## src/rtl/core/whps_pkg.sv

```systemverilog
// ----------------------------------------------------------------------------
// whps_pkg
// Shared types, codes and constants of the weighted hash peer selector.
// ----------------------------------------------------------------------------
`default_nettype none

package whps_pkg;

  localparam int MAX_PEERS    = 32;
  localparam int MAX_TRIES    = 20;
  localparam int PEER_AW      = $clog2(MAX_PEERS);
  localparam int PCNT_W       = $clog2(MAX_PEERS + 1);
  localparam int TW_W         = 13;
  localparam int DIV_STEPS    = 32;
  localparam int DIV_CW       = $clog2(DIV_STEPS);
  localparam int CFG_DW       = 13;
  localparam logic [1:0] REHASH_LIMIT = 2'd3;

  typedef enum logic [1:0] {
    MODE_LOAD   = 2'd0,
    MODE_BEGIN  = 2'd1,
    MODE_SELECT = 2'd2,
    MODE_NONE   = 2'd3
  } mode_e;

  typedef enum logic {
    CFG_PEER_COUNT = 1'b0,
    CFG_WEIGHT_SUM = 1'b1
  } cfg_idx_e;

  typedef enum logic [2:0] {
    ST_IDLE,
    ST_MOD_GO,
    ST_MOD_WAIT,
    ST_WALK_RD,
    ST_WALK_CMP
  } state_e;

  typedef struct packed {
    logic [1:0]  mode;
    logic [4:0]  peer_index;
    logic [7:0]  weight;
    logic        peer_down;
    logic [7:0]  fail_limit;
    logic [7:0]  fails;
    logic [15:0] fail_tmo;
    logic [15:0] conn_limit;
    logic [15:0] conns;
    logic [31:0] time_value;
    logic [31:0] key_hash;
    logic        key_empty;
  } in_t;

  typedef struct packed {
    logic [4:0]  selected_peer;
    logic        peer_found;
    logic        use_fallback;
    logic [31:0] hash_value;
  } out_t;

  typedef struct packed {
    logic [7:0]  weight;
    logic        down;
    logic [7:0]  fail_limit;
    logic [7:0]  fail_count;
    logic [15:0] timeout;
    logic [15:0] conn_limit;
    logic [15:0] conn_count;
    logic [31:0] checked;
  } entry_t;

  // crc-32 of the single ascii digit of the rehash count
  function automatic logic [31:0] rehash_crc(input logic [1:0] r);
    logic [31:0] c;
    case (r)
      2'd1:    c = 32'h83DC_EFB7;
      2'd2:    c = 32'h1AD5_BE0D;
      2'd3:    c = 32'h6DD2_8E9B;
      default: c = 32'h0000_0000;
    endcase
    return c;
  endfunction

endpackage

`default_nettype wire

```

## src/rtl/core/weighted_hash_peer_select_top.sv

```systemverilog
// ----------------------------------------------------------------------------
// weighted_hash_peer_select_top
// Weighted hash peer selection over a peer table held in one synchronous ram.
// ----------------------------------------------------------------------------
// load, begin and unused modes: result strobe in the cycle after the start beat,
// next beat may follow at once.
// select: result in the cycle after the beat on early fallback, else after up to 21
// tries, each a 32-step remainder pass and a one-read-per-cycle weight walk;
// results cannot stall.
// reset clears control state and peer count, sets weight sum to 1; datapath regs and table entries stay undefined.
// ----------------------------------------------------------------------------
`default_nettype none

module weighted_hash_peer_select_top import whps_pkg::*; (
  input  wire logic              clk_i,
  input  wire logic              rst_ni,
  input  wire logic              start,
  output logic                   busy,
  input  wire in_t               item_i,
  output logic                   done_o,
  output out_t                   res_o,
  input  wire logic              cfg_we_i,
  input  wire logic              cfg_idx_i,
  input  wire logic [CFG_DW-1:0] cfg_data_i
);

  state_e              state_q, state_d;
  logic [PCNT_W-1:0]   peer_count_q;
  logic [TW_W-1:0]     weight_sum_q;
  logic [MAX_PEERS-1:0] tried_q, tried_d;
  logic [4:0]          try_q, try_d;
  logic [1:0]          rehash_q, rehash_d;
  logic [31:0]         req_hash_q, req_hash_d;
  logic                req_empty_q, req_empty_d;
  logic [31:0]         now_q, now_d;
  logic [PCNT_W-1:0]   n_q, n_d;
  logic [31:0]         hash_q, hash_d;
  logic [TW_W-1:0]     w_q, w_d;
  logic [PEER_AW-1:0]  p_q, p_d;
  logic                done_q, done_d;
  out_t                res_q, res_d;

  logic                ram_we;
  logic [PEER_AW-1:0]  ram_waddr;
  entry_t              ram_wdata;
  logic [PEER_AW-1:0]  ram_raddr;
  entry_t              ram_rdata;
  logic                div_start;
  logic                div_done;
  logic [TW_W-1:0]     div_rem;
  logic [TW_W-1:0]     tw_eff;

  logic signed [33:0]  diff;
  logic                expired;
  logic                skip;
  logic [5:0]          next_try;
  logic [PCNT_W:0]     p_next;

  assign tw_eff = (weight_sum_q == '0) ? TW_W'(1) : weight_sum_q;

  // signed distance from last check to now, no wrap
  assign diff    = $signed({2'b00, now_q}) - $signed({2'b00, ram_rdata.checked});
  assign expired = diff > $signed({18'd0, ram_rdata.timeout});
  assign skip    = tried_q[p_q] || ram_rdata.down
                || (ram_rdata.fail_limit != '0
                    && ram_rdata.fail_count >= ram_rdata.fail_limit && !expired)
                || (ram_rdata.conn_limit != '0
                    && ram_rdata.conn_count >= ram_rdata.conn_limit);
  assign next_try = {1'b0, try_q} + 6'd1;
  assign p_next   = {1'b0, p_q} + (PCNT_W + 1)'(1);

  whps_peer_ram u_ram (
    .clk_i   (clk_i),
    .we_i    (ram_we),
    .waddr_i (ram_waddr),
    .wdata_i (ram_wdata),
    .raddr_i (ram_raddr),
    .rdata_o (ram_rdata)
  );

  whps_mod_unit u_mod (
    .clk_i      (clk_i),
    .rst_ni     (rst_ni),
    .start_i    (div_start),
    .dividend_i (hash_d),
    .divisor_i  (tw_eff),
    .done_o     (div_done),
    .rem_o      (div_rem)
  );

  always_ff @(posedge clk_i or negedge rst_ni) begin
    if (!rst_ni) begin
      state_q      <= ST_IDLE;
      peer_count_q <= '0;
      weight_sum_q <= TW_W'(1);
      tried_q      <= '0;
      try_q        <= '0;
      rehash_q     <= '0;
      req_hash_q   <= '0;
      req_empty_q  <= 1'b1;
      done_q       <= 1'b0;
    end else begin
      state_q     <= state_d;
      tried_q     <= tried_d;
      try_q       <= try_d;
      rehash_q    <= rehash_d;
      req_hash_q  <= req_hash_d;
      req_empty_q <= req_empty_d;
      done_q      <= done_d;
      if (cfg_we_i) begin
        case (cfg_idx_i)
          CFG_PEER_COUNT: peer_count_q <= cfg_data_i[PCNT_W-1:0];
          CFG_WEIGHT_SUM: weight_sum_q <= cfg_data_i[TW_W-1:0];
          default: ;
        endcase
      end
    end
  end

  always_ff @(posedge clk_i) begin
    now_q  <= now_d;
    n_q    <= n_d;
    hash_q <= hash_d;
    w_q    <= w_d;
    p_q    <= p_d;
    res_q  <= res_d;
  end

  always_comb begin
    state_d     = state_q;
    tried_d     = tried_q;
    try_d       = try_q;
    rehash_d    = rehash_q;
    req_hash_d  = req_hash_q;
    req_empty_d = req_empty_q;
    now_d       = now_q;
    n_d         = n_q;
    hash_d      = hash_q;
    w_d         = w_q;
    p_d         = p_q;
    done_d      = 1'b0;
    res_d       = res_q;
    div_start   = 1'b0;
    ram_we      = 1'b0;
    ram_waddr   = item_i.peer_index;
    ram_raddr   = p_q;
    ram_wdata   = '{weight:     item_i.weight,
                    down:       item_i.peer_down,
                    fail_limit: item_i.fail_limit,
                    fail_count: item_i.fails,
                    timeout:    item_i.fail_tmo,
                    conn_limit: item_i.conn_limit,
                    conn_count: item_i.conns,
                    checked:    item_i.time_value};

    case (state_q)
      ST_IDLE: begin
        if (start) begin
          res_d = '0;
          case (mode_e'(item_i.mode))
            MODE_LOAD: begin
              ram_we = 1'b1;
              done_d = 1'b1;
            end
            MODE_BEGIN: begin
              req_hash_d  = item_i.key_hash;
              req_empty_d = item_i.key_empty;
              tried_d     = '0;
              try_d       = '0;
              rehash_d    = '0;
              done_d      = 1'b1;
            end
            MODE_SELECT: begin
              now_d = item_i.time_value;
              n_d   = (peer_count_q > PCNT_W'(MAX_PEERS)) ? PCNT_W'(MAX_PEERS)
                                                          : peer_count_q;
              if (try_q > 5'(MAX_TRIES) || n_d < PCNT_W'(2) || req_empty_q) begin
                res_d.use_fallback = 1'b1;
                done_d             = 1'b1;
              end else begin
                state_d = ST_MOD_GO;
              end
            end
            default: begin
              done_d = 1'b1;
            end
          endcase
        end
      end
      ST_MOD_GO: begin
        hash_d    = (rehash_q != '0) ? rehash_crc(rehash_q) : req_hash_q;
        div_start = 1'b1;
        state_d   = ST_MOD_WAIT;
      end
      ST_MOD_WAIT: begin
        if (div_done) begin
          w_d     = div_rem;
          p_d     = '0;
          state_d = ST_WALK_RD;
        end
      end
      ST_WALK_RD: begin
        state_d = ST_WALK_CMP;
      end
      ST_WALK_CMP: begin
        if (p_next < (PCNT_W + 1)'(n_q) && w_q >= TW_W'(ram_rdata.weight)) begin
          w_d     = w_q - TW_W'(ram_rdata.weight);
          p_d     = p_next[PEER_AW-1:0];
          ram_raddr = p_next[PEER_AW-1:0];
          state_d = ST_WALK_CMP;
        end else if (!skip) begin
          // claim the peer: bump connections (saturating), refresh check time if expired
          ram_we    = 1'b1;
          ram_waddr = p_q;
          ram_wdata = ram_rdata;
          if (ram_rdata.conn_count != 16'hFFFF) begin
            ram_wdata.conn_count = ram_rdata.conn_count + 16'd1;
          end
          if (expired) begin
            ram_wdata.checked = now_q;
          end
          tried_d[p_q]        = 1'b1;
          res_d               = '0;
          res_d.selected_peer = p_q;
          res_d.peer_found    = 1'b1;
          res_d.hash_value    = hash_q;
          done_d              = 1'b1;
          state_d             = ST_IDLE;
        end else begin
          try_d = (next_try > 6'd31) ? 5'd31 : next_try[4:0];
          if (next_try > 6'(MAX_TRIES)) begin
            res_d              = '0;
            res_d.use_fallback = 1'b1;
            done_d             = 1'b1;
            state_d            = ST_IDLE;
          end else begin
            rehash_d = (rehash_q == REHASH_LIMIT) ? 2'd0 : rehash_q + 2'd1;
            state_d  = ST_MOD_GO;
          end
        end
      end
      default: begin
        state_d = ST_IDLE;
      end
    endcase
  end

  assign busy   = (state_q != ST_IDLE);
  assign done_o = done_q;
  assign res_o  = res_q;

  // a load beat answers in the next cycle
  a_load_done: assert property (@(posedge clk_i) disable iff (!rst_ni)
    start && !busy && item_i.mode == MODE_LOAD |=> done_o)
    else $error("load beat without result");

  a_found_excl: assert property (@(posedge clk_i) disable iff (!rst_ni)
    done_o && res_o.peer_found |-> !res_o.use_fallback)
    else $error("found and fallback together");

  a_none_zero: assert property (@(posedge clk_i) disable iff (!rst_ni)
    done_o && !res_o.peer_found |-> res_o.selected_peer == '0 && res_o.hash_value == '0)
    else $error("result fields set without a peer");

  a_try_bound: assert property (@(posedge clk_i) disable iff (!rst_ni)
    state_q == ST_MOD_GO |-> try_q <= 5'(MAX_TRIES))
    else $error("try past the limit");

endmodule

`default_nettype wire

```

## src/rtl/core/whps_mod_unit.sv

```systemverilog
// ----------------------------------------------------------------------------
// whps_mod_unit
// Restoring remainder unit: 32-bit hash modulo 13-bit weight, one bit a cycle.
// ----------------------------------------------------------------------------
`default_nettype none

module whps_mod_unit import whps_pkg::*; (
  input  wire logic              clk_i,
  input  wire logic              rst_ni,
  input  wire logic              start_i,
  input  wire logic [31:0]       dividend_i,
  input  wire logic [TW_W-1:0]   divisor_i,
  output logic                   done_o,
  output logic [TW_W-1:0]        rem_o
);

  logic              run_q;
  logic              done_q;
  logic [DIV_CW-1:0] cnt_q;
  logic [31:0]       quo_q;
  logic [TW_W-1:0]   rem_q;
  logic [TW_W-1:0]   div_q;
  logic [TW_W:0]     shifted;
  logic [TW_W:0]     diff;
  logic              ge;

  assign shifted = {rem_q, quo_q[31]};
  assign ge      = shifted >= {1'b0, div_q};
  assign diff    = shifted - {1'b0, div_q};

  always_ff @(posedge clk_i or negedge rst_ni) begin
    if (!rst_ni) begin
      run_q  <= 1'b0;
      done_q <= 1'b0;
      cnt_q  <= '0;
    end else begin
      done_q <= 1'b0;
      if (start_i) begin
        run_q <= 1'b1;
        cnt_q <= '0;
      end else if (run_q) begin
        cnt_q <= cnt_q + 1'b1;
        if (cnt_q == DIV_CW'(DIV_STEPS - 1)) begin
          run_q  <= 1'b0;
          done_q <= 1'b1;
        end
      end
    end
  end

  always_ff @(posedge clk_i) begin
    if (start_i) begin
      quo_q <= dividend_i;
      rem_q <= '0;
      div_q <= divisor_i;
    end else if (run_q) begin
      quo_q <= {quo_q[30:0], 1'b0};
      rem_q <= ge ? diff[TW_W-1:0] : shifted[TW_W-1:0];
    end
  end

  assign done_o = done_q;
  assign rem_o  = rem_q;

endmodule

`default_nettype wire

```

## src/rtl/core/whps_peer_ram.sv

```systemverilog
// ----------------------------------------------------------------------------
// whps_peer_ram
// Peer table: one write port, one read port with registered read data.
// ----------------------------------------------------------------------------
`default_nettype none

module whps_peer_ram import whps_pkg::*; (
  input  wire logic               clk_i,
  input  wire logic               we_i,
  input  wire logic [PEER_AW-1:0] waddr_i,
  input  wire entry_t             wdata_i,
  input  wire logic [PEER_AW-1:0] raddr_i,
  output entry_t                  rdata_o
);

  entry_t mem [MAX_PEERS];
  entry_t rdata_q;

  always_ff @(posedge clk_i) begin
    if (we_i) begin
      mem[waddr_i] <= wdata_i;
    end
    rdata_q <= mem[raddr_i];
  end

  assign rdata_o = rdata_q;

endmodule

`default_nettype wire

```

## config.mk

```make
export PLATFORM = sky130hd
export DESIGN_NAME = weighted_hash_peer_select_top
export DESIGN_NICKNAME = d
export VERILOG_FILES = /design/src/rtl/core/whps_pkg.sv /design/src/rtl/core/weighted_hash_peer_select_top.sv /design/src/rtl/core/whps_mod_unit.sv /design/src/rtl/core/whps_peer_ram.sv
export SDC_FILE = /design/constraint.sdc
export NUM_CORES = 2
export LEC_CHECK = 0
export BUFFER_PORTS_ARGS = -buffer_cell sky130_fd_sc_hd__buf_2
export CAP_MARGIN = 20
export CELL_PAD_IN_SITES_DETAIL_PLACEMENT = 1
export CELL_PAD_IN_SITES_GLOBAL_PLACEMENT = 1
export CORE_UTILIZATION = 45
export DETAILED_ROUTE_END_ITERATION = 7
export HOLD_SLACK_MARGIN = 0.05
export PLACE_DENSITY_LB_ADDON = 0.1
export SYNTH_ARGS = -nofsm -noshare
export SYNTH_HDL_FRONTEND = slang
export SYNTH_SLANG_ARGS = --single-unit
```

## constraint.sdc

```tcl
create_clock -name clk_i -period 23.1 [get_ports clk_i]
set_input_delay 3.465 -clock clk_i [delete_from_list [all_inputs] [get_ports clk_i]]
set_output_delay 3.465 -clock clk_i [all_outputs]
set_load 0.01 [all_outputs]
```

* Yosys cells after proc, flatten, opt, wreduce, memory -nomap -nowiden
Memories as Yosys holds them, arrays and structs flattened. A register that Yosys moved wholly into a read port is not among the register bits.
Index checks and enable logic that the tools add are counted.
** Word-level totals
- Bits in registers :: 287
- Memory bits (writable) :: 3360
- Input port bits :: 163
- Output and inout bits :: 41
- Logic and storage cells :: 183
- Memories :: 1
** Operators by class
- $add $sub $neg :: 8
- $lt $le $gt $ge :: 13
- Eq/ne operators :: 22
- Mux-type cells :: 81
- Bitwise operators :: 2
- Reduce and logical (&&, ||, !) cells :: 32
** Memory list
- u_ram.mem :: depth 32, bits a word 105, read ports 1, clocked after memory_dff 1, wr ports 1, line whps_peer_ram.sv:16 : entry_t mem [MAX_PEERS];
** Operators with widths (number)
- 105-bit 2-to-1 mux :: 3
- 32-bit 2-to-1 mux :: 9
- 39-bit 2-to-1 mux :: 4
- 32-bit one-hot mux with 3 select lines :: 1
- 39-bit one-hot mux with 2 select lines :: 1
- 5-bit 2-to-1 mux :: 13
- 32-bit one-hot mux with 2 select lines :: 1
- 13-bit 2-to-1 mux :: 3
- 33-bit by 17-bit > comparator with 1-bit output :: 1
- 32-bit by 32-bit subtractor with 33-bit output :: 1
- 32-bit OR :: 1
- 13-bit one-hot mux with 2 select lines :: 1
- 1-bit 2-to-1 mux :: 24
- 5-bit one-hot mux with 2 select lines :: 2
- 16-bit by 1-bit adder with 16-bit output (second input constant) :: 1
- 16-bit greater-or-equal comparator :: 1
- 16-bit 2-to-1 mux :: 1
- 16-bit inequality test (second input constant) :: 1
- 16-bit nonzero test :: 1
- 3-bit 2-to-1 mux :: 5
- 3-bit one-hot mux with 5 select lines :: 1
- 14-bit by 13-bit greater-or-equal comparator with 1-bit output :: 1
- 2-bit inequality test (second input constant) :: 7
- 13-bit by 8-bit greater-or-equal comparator with 1-bit output :: 1
- other kinds (42) :: 73

* Depth between registers and ports, before layout
- Depth in word-level cells :: 11
- Gate-level depth with buffers :: 25
- Depth with buffers taken out :: 22

* Cells and area by module
From an unflattened synthesis, not the netlist that was laid out.
** Second synthesis, totals
- Cell total of the unflattened synthesis :: 7912
- Area total of the unflattened synthesis :: 148397.3 um^2
** By module, submodules not included
- whps_peer_ram :: times used 1, cells each 6119, area an instance 129558.0 um^2, seq. area each 102998.8 um^2
- weighted_hash_peer_select_top :: times used 1, cells each 1507, area an instance 15374.7 um^2, seq. area each 5873.1 um^2
- whps_mod_unit :: times used 1, cells each 286, area an instance 3464.6 um^2, seq. area each 1786.7 um^2

* Least setup slack after synthesis
OpenSTA, ideal clock, no wires.
- Kind :: input -> register
- Start point :: input port start
- End point :: memory u_ram.mem[2][0] in the netlist's numbering (enable)
- Library setup time :: 730 ps
- Arrival time :: 11867 ps
- Required time :: 22370 ps
- Path slack :: 10503 ps
- Stages :: 5
- Path buffers :: 0
- Path through :: nand3b_1 nor3_1 and3_1 nand2_1 o32ai_1
** On the way
- Cells in the longest elaborated chain, start to end :: 4
** RTL lines
- from (decl) :: line weighted_hash_peer_select_top.sv:17 : input wire logic start,
- 1-bit 2-to-1 mux :: line weighted_hash_peer_select_top.sv:158 : if (start) begin
- 1-bit one-hot mux with 2 select lines :: line weighted_hash_peer_select_top.sv:156 : case (state_q)
- 1-bit 2-to-1 mux :: line whps_peer_ram.sv:20 : if (we_i) begin
- 1-bit 2-to-1 mux (implied by the code) :: line whps_peer_ram.sv:21 : mem[waddr_i] <= wdata_i;
- to (decl) :: line whps_peer_ram.sv:16
No other way between the ends.

* Worst setup path in the final report
- Start point :: register now_q[0]
- End point :: memory u_ram.mem[17][64] in the netlist's numbering (enable)
** On the way
- Cells in the longest elaborated chain, start to end :: 11
- Elaborated cells between the ends (all ways) :: 14
- Those cells by class :: 1 x add/sub; 1 x order compare; 8 x mux; 4 x reduce/logical
** RTL lines
- from (decl) :: line weighted_hash_peer_select_top.sv:35 : logic [31:0] now_q, now_d;
- from (signal assigned) :: line weighted_hash_peer_select_top.sv:121 : now_q <= now_d;
- 32-bit by 32-bit subtractor with 33-bit output (*) :: line weighted_hash_peer_select_top.sv:62 : assign diff = $signed({2'b00, now_q}) - $signed({2'b00, ram_rdata.checked});
- 33-bit by 17-bit > comparator with 1-bit output (*) :: line weighted_hash_peer_select_top.sv:63 : assign expired = diff > $signed({18'd0, ram_rdata.timeout});
- 1-bit logical NOT (*) :: line weighted_hash_peer_select_top.sv:66 : && ram_rdata.fail_count >= ram_rdata.fail_limit && !expired)
- 1-bit logical AND (*) :: line weighted_hash_peer_select_top.sv:66
- 1-bit logical OR (*) :: line weighted_hash_peer_select_top.sv:65 : || (ram_rdata.fail_limit != '0
- 1-bit logical OR (*) :: line weighted_hash_peer_select_top.sv:67 : || (ram_rdata.conn_limit != '0
- 1-bit 2-to-1 mux :: line weighted_hash_peer_select_top.sv:211 : end else if (!skip) begin
- 1-bit 2-to-1 mux :: line weighted_hash_peer_select_top.sv:206 : if (p_next < (PCNT_W + 1)'(n_q) && w_q >= TW_W'(ram_rdata.weight)) begin
- 1-bit one-hot mux with 2 select lines :: line weighted_hash_peer_select_top.sv:156
- 1-bit 2-to-1 mux :: line whps_peer_ram.sv:20
- 1-bit 2-to-1 mux (implied by the code) :: line whps_peer_ram.sv:21
Every way passes the cells marked *; elsewhere a longest branch is shown, timed or not.

==> results.md <==
- Status: completed
- Crit end category: register
- Fin crit share: 40.30%
- Cell with the most instances after synthesis: edfxtp_1
- Yosys top cell area share: 70.46%
- # rows: 211
- Final Setup Violations: 0
- Total CTS buffers: 400
- Final worst path period need: 9.310 ns
- Vias: 92700
- Synth top cells by count: 3500 x edfxtp_1, 2003 x nand2_1, 685 x nand3_1, 586 x mux2i_1, 402 x clkbuf_1
- Drt drc: 0
- Largest net degree at the start of global routing: 161
- Routed Antenna Nets: 0
- Fin nets: 10560
- Critical path's most frequent cell: buf_4
- Post-Synthesis Cells: 9970
- Routed vias/inst: 6.184
- First-pass GRT wire length: 701600 µm
- RSZ-0062 raised after global routing: no
- Sequential share of the synthesized area: 74.19%
- Mean post-synth cell area: 14.96 µm²
- Clock Skew: 0.06502 ns
- Post-CTS Repair Setup Buffers: 0
- Longest Clk Path Bufs: 4
- Placeable Area: 0.3300 mm²
- CTS tree: yes
- Initial DRC Count: 9836
- Synthesis-to-finish area growth: 14.05%
- Critical path class: reg -> reg
- Slew Limit Fails: 0
- Async SR Flop Fraction: 2.719%
- PwrDens: 92.80 mW/mm²
- Fillers: 31470
- Worst hold path type: reg -> reg
- Top post-synthesis cells by area: edfxtp_1 70%, nand2_1 5.0%, mux2i_1 3.9%
- IO Port Bufs: 203
- Final Power: 15790 µW
- Clk slew on worst S/H paths: 0.06 ns
- CP max stage cell: buf_4
- WP data arrival: 9.93 ns
- Leakage: 0.05883 µW
- Critical Path Start Type: register
- Die Wd: 577.7 µm
- Post-synth EDFFs: 3500
- Share of layout cells above drive strength 1: 14.13%
- Peak supply drop: 0.07273 mV
- Initial antenna violation count: 25
- Critical-path cell list: inv_1 -> ha_1 -> fa_1 -> nand2b_1 -> a21oi_1 -> nor2_1 -> o21ai_0 -> a21o_1 -> a21oi_1 -> xnor2_1 -> ha_1 -> nand4_1 -> nor4_1 -> nand2_1 -> a2bb2oi_1 -> nand4_1 -> a2111oi_2 -> nand4b_4 -> and2_4 -> o41a_1 -> nor2_4 -> buf_4 -> buf_4 -> buf_4
- Total wire length: 498900 µm
- Final count of hold timing violations: 0
- Post-CTS sizing: 0
- Yosys warnings: 0
- Seq cells post-synth: 3752
- I/O pin cnt: 204
- Starting Density: 45.20%
- Worst Path Max Fanout: 53
- Syn Std Cell Area: 0.1492 mm²
- CTS Sinks: 3752
- Net Count, Synth: 10250
- Crit path largest cell delay: 0.82 ns
- Setup total negative slack: 0 ns
- Grt ovf: 0
- Max-slew headroom: 10.30%
- Clock Latency Late Sink: 0.99 ns
- Least-Margin Pin Slew: 1.345 ns
- CP required: 23.72 ns
- GRT Util Overall: 29.43%
- Cell variety after synth: 96
- DR pass1 iterations: 8
- Die height: 577.7 µm
- Synth area leader: edfxtp_1
- # hold bufs at CTS: 0
- Clk root buf: clkbuf_16
- Via count of the first global-routing pass: 93640
- DP Wirelength: 276600 µm
- Max-Cap Viols: 0
- Die area: 0.3338 mm²
- Fmax: 107.4 MHz
- Primary FF master, synth: edfxtp_1
- H-tree levels: 5
- Wire length per cell: 33.28 µm
- Gp weighted congestion: 0.8436
-- registers in the layout (all words and copies together), names as in the netlist --
| signal | count |
|---|---|
| u_mod.quo_q | 32 |
| u_ram.mem | 3360 |
| n_q | 6 |
| state_q | 3 |
| u_mod.done_o | 1 |
| u_mod.run_q | 1 |
| try_q | 5 |
| req_hash_q | 32 |
| u_ram.rdata_o | 105 |
| tried_q | 32 |
| hash_q | 32 |
| u_mod.rem_o | 13 |
| rehash_q | 2 |
| u_mod.cnt_q | 5 |
| p_q | 5 |
| res_o | 39 |
| now_q | 32 |
| done_o | 1 |
| w_q | 13 |
| weight_sum_q | 13 |
| u_mod.div_q | 13 |
| req_empty_q | 1 |
| peer_count_q | 6 |
-- power by group --
| part | total (µW) | internal [µW] | leakage (µW) | switching (µW) |
|---|---|---|---|---|
| Clock | 6420 | 3710 | 0.00643 | 2720 |
| Sequential | 7760 | 7630 | 0.0341 | 130 |
| Combinational | 1600 | 522 | 0.0183 | 1080 |
| Total | 15800 | 11900 | 0.0588 | 3920 |
-- through the flow --
stage / cell area [µm²] / setup slack [ns] / instances / hold WS, ns / utilization (%)
global route: 170100 / 13.40 / 14990 / 0.4683 / 51.55
floorplan: 149200 / 10.50 / 9970 / 0.4145 / -
global placement: 156400 / 13.83 / 14210 / 0.4268 / 47.41
finish: 170100 / 13.79 / 14990 / 0.4350 / 51.55
detailed placement: 156700 / 13.82 / 14230 / 0.4309 / 47.49
CTS: 169800 / 13.76 / 14970 / 0.4395 / 51.45
-- routing by layer --
metal | GRT usage [%] | vias to the layer above | share of wire [%]
met5 | 0 | - | 0.016
met4 | 9.337 | 12 | 3.4
met3 | 3.446 | 767 | 6.5
met2 | 48.54 | 3706 | 48
met1 | 40.96 | 49380 | 42
li1 | - | 38840 | -
-- final cells by class --
| class | instances | area, µm² | share of cell area, % |
|---|---|---|---|
| antenna | 2 | 5.005 | 0.002942 |
| timing repair buffer | 521 | 4058 | 2.385 |
| tap | 4366 | 5463 | 3.211 |
| sequential | 3752 | 110700 | 65.05 |
| clock buffer | 551 | 11170 | 6.568 |
| inverter | 138 | 518.0 | 0.3045 |
| clock inverter | 191 | 1893 | 1.113 |
| multi-input combinational | 5471 | 36350 | 21.37 |
-- cells in the final DEF (no fill, tap or decap), types with 100 or more instances in the layout --
master,netlist,routed
inv_1,136,136
mux2i_1,586,585
a32oi_1,100,100
nand4_1,161,161
edfxtp_1,3500,3500
nor2_1,142,102
a21oi_1,100,100
dfrtp_1,100,100
buf_2,119,202
ha_1,113,112
a222oi_1,100,100
mux4_2,182,182
dfxtp_1,150,150
a31oi_1,270,269
and3_1,101,101
buf_4,5,262
clkbuf_16,0,405
nand2_1,2003,1997
nand3_1,685,685
-- worst max-delay path, delay by kind of cell (launching register included) --
family	cells	cell delay (ns)
compound gates	7	2.52
xor+xnor	1	0.15
fa+ha+maj	3	0.95
buf+inv	4	2.17
flops	1	0.33
simple gates	9	2.77
-- path summary, 6_finish.rpt --
kind,start,to,slack [ns],depth (start not counted)
setup / recovery,now_q[0],u_ram.mem[17][64],13.79,24
hold / removal,hash_q[24],hash_q[24],0.43,2
setup reg to reg,now_q[0],u_ram.mem[17][64],13.79,24
hold reg to reg,hash_q[24],hash_q[24],0.43,2
max in group asynchronous,rst_ni,req_hash_q[25],19.30,2
min in group asynchronous,rst_ni,weight_sum_q[9],2.63,1
-- cells by family after synthesis --
| group | share of synthesized area, % |
|---|---|
| flops | 74.19 |
| simple gates | 9.644 |
| compound gates | 5.681 |
| mux | 7.088 |
| buf+inv | 2.014 |
| fa+ha+maj | 0.9881 |
| xor+xnor | 0.3984 |
(Power assumes the default switching activity.)
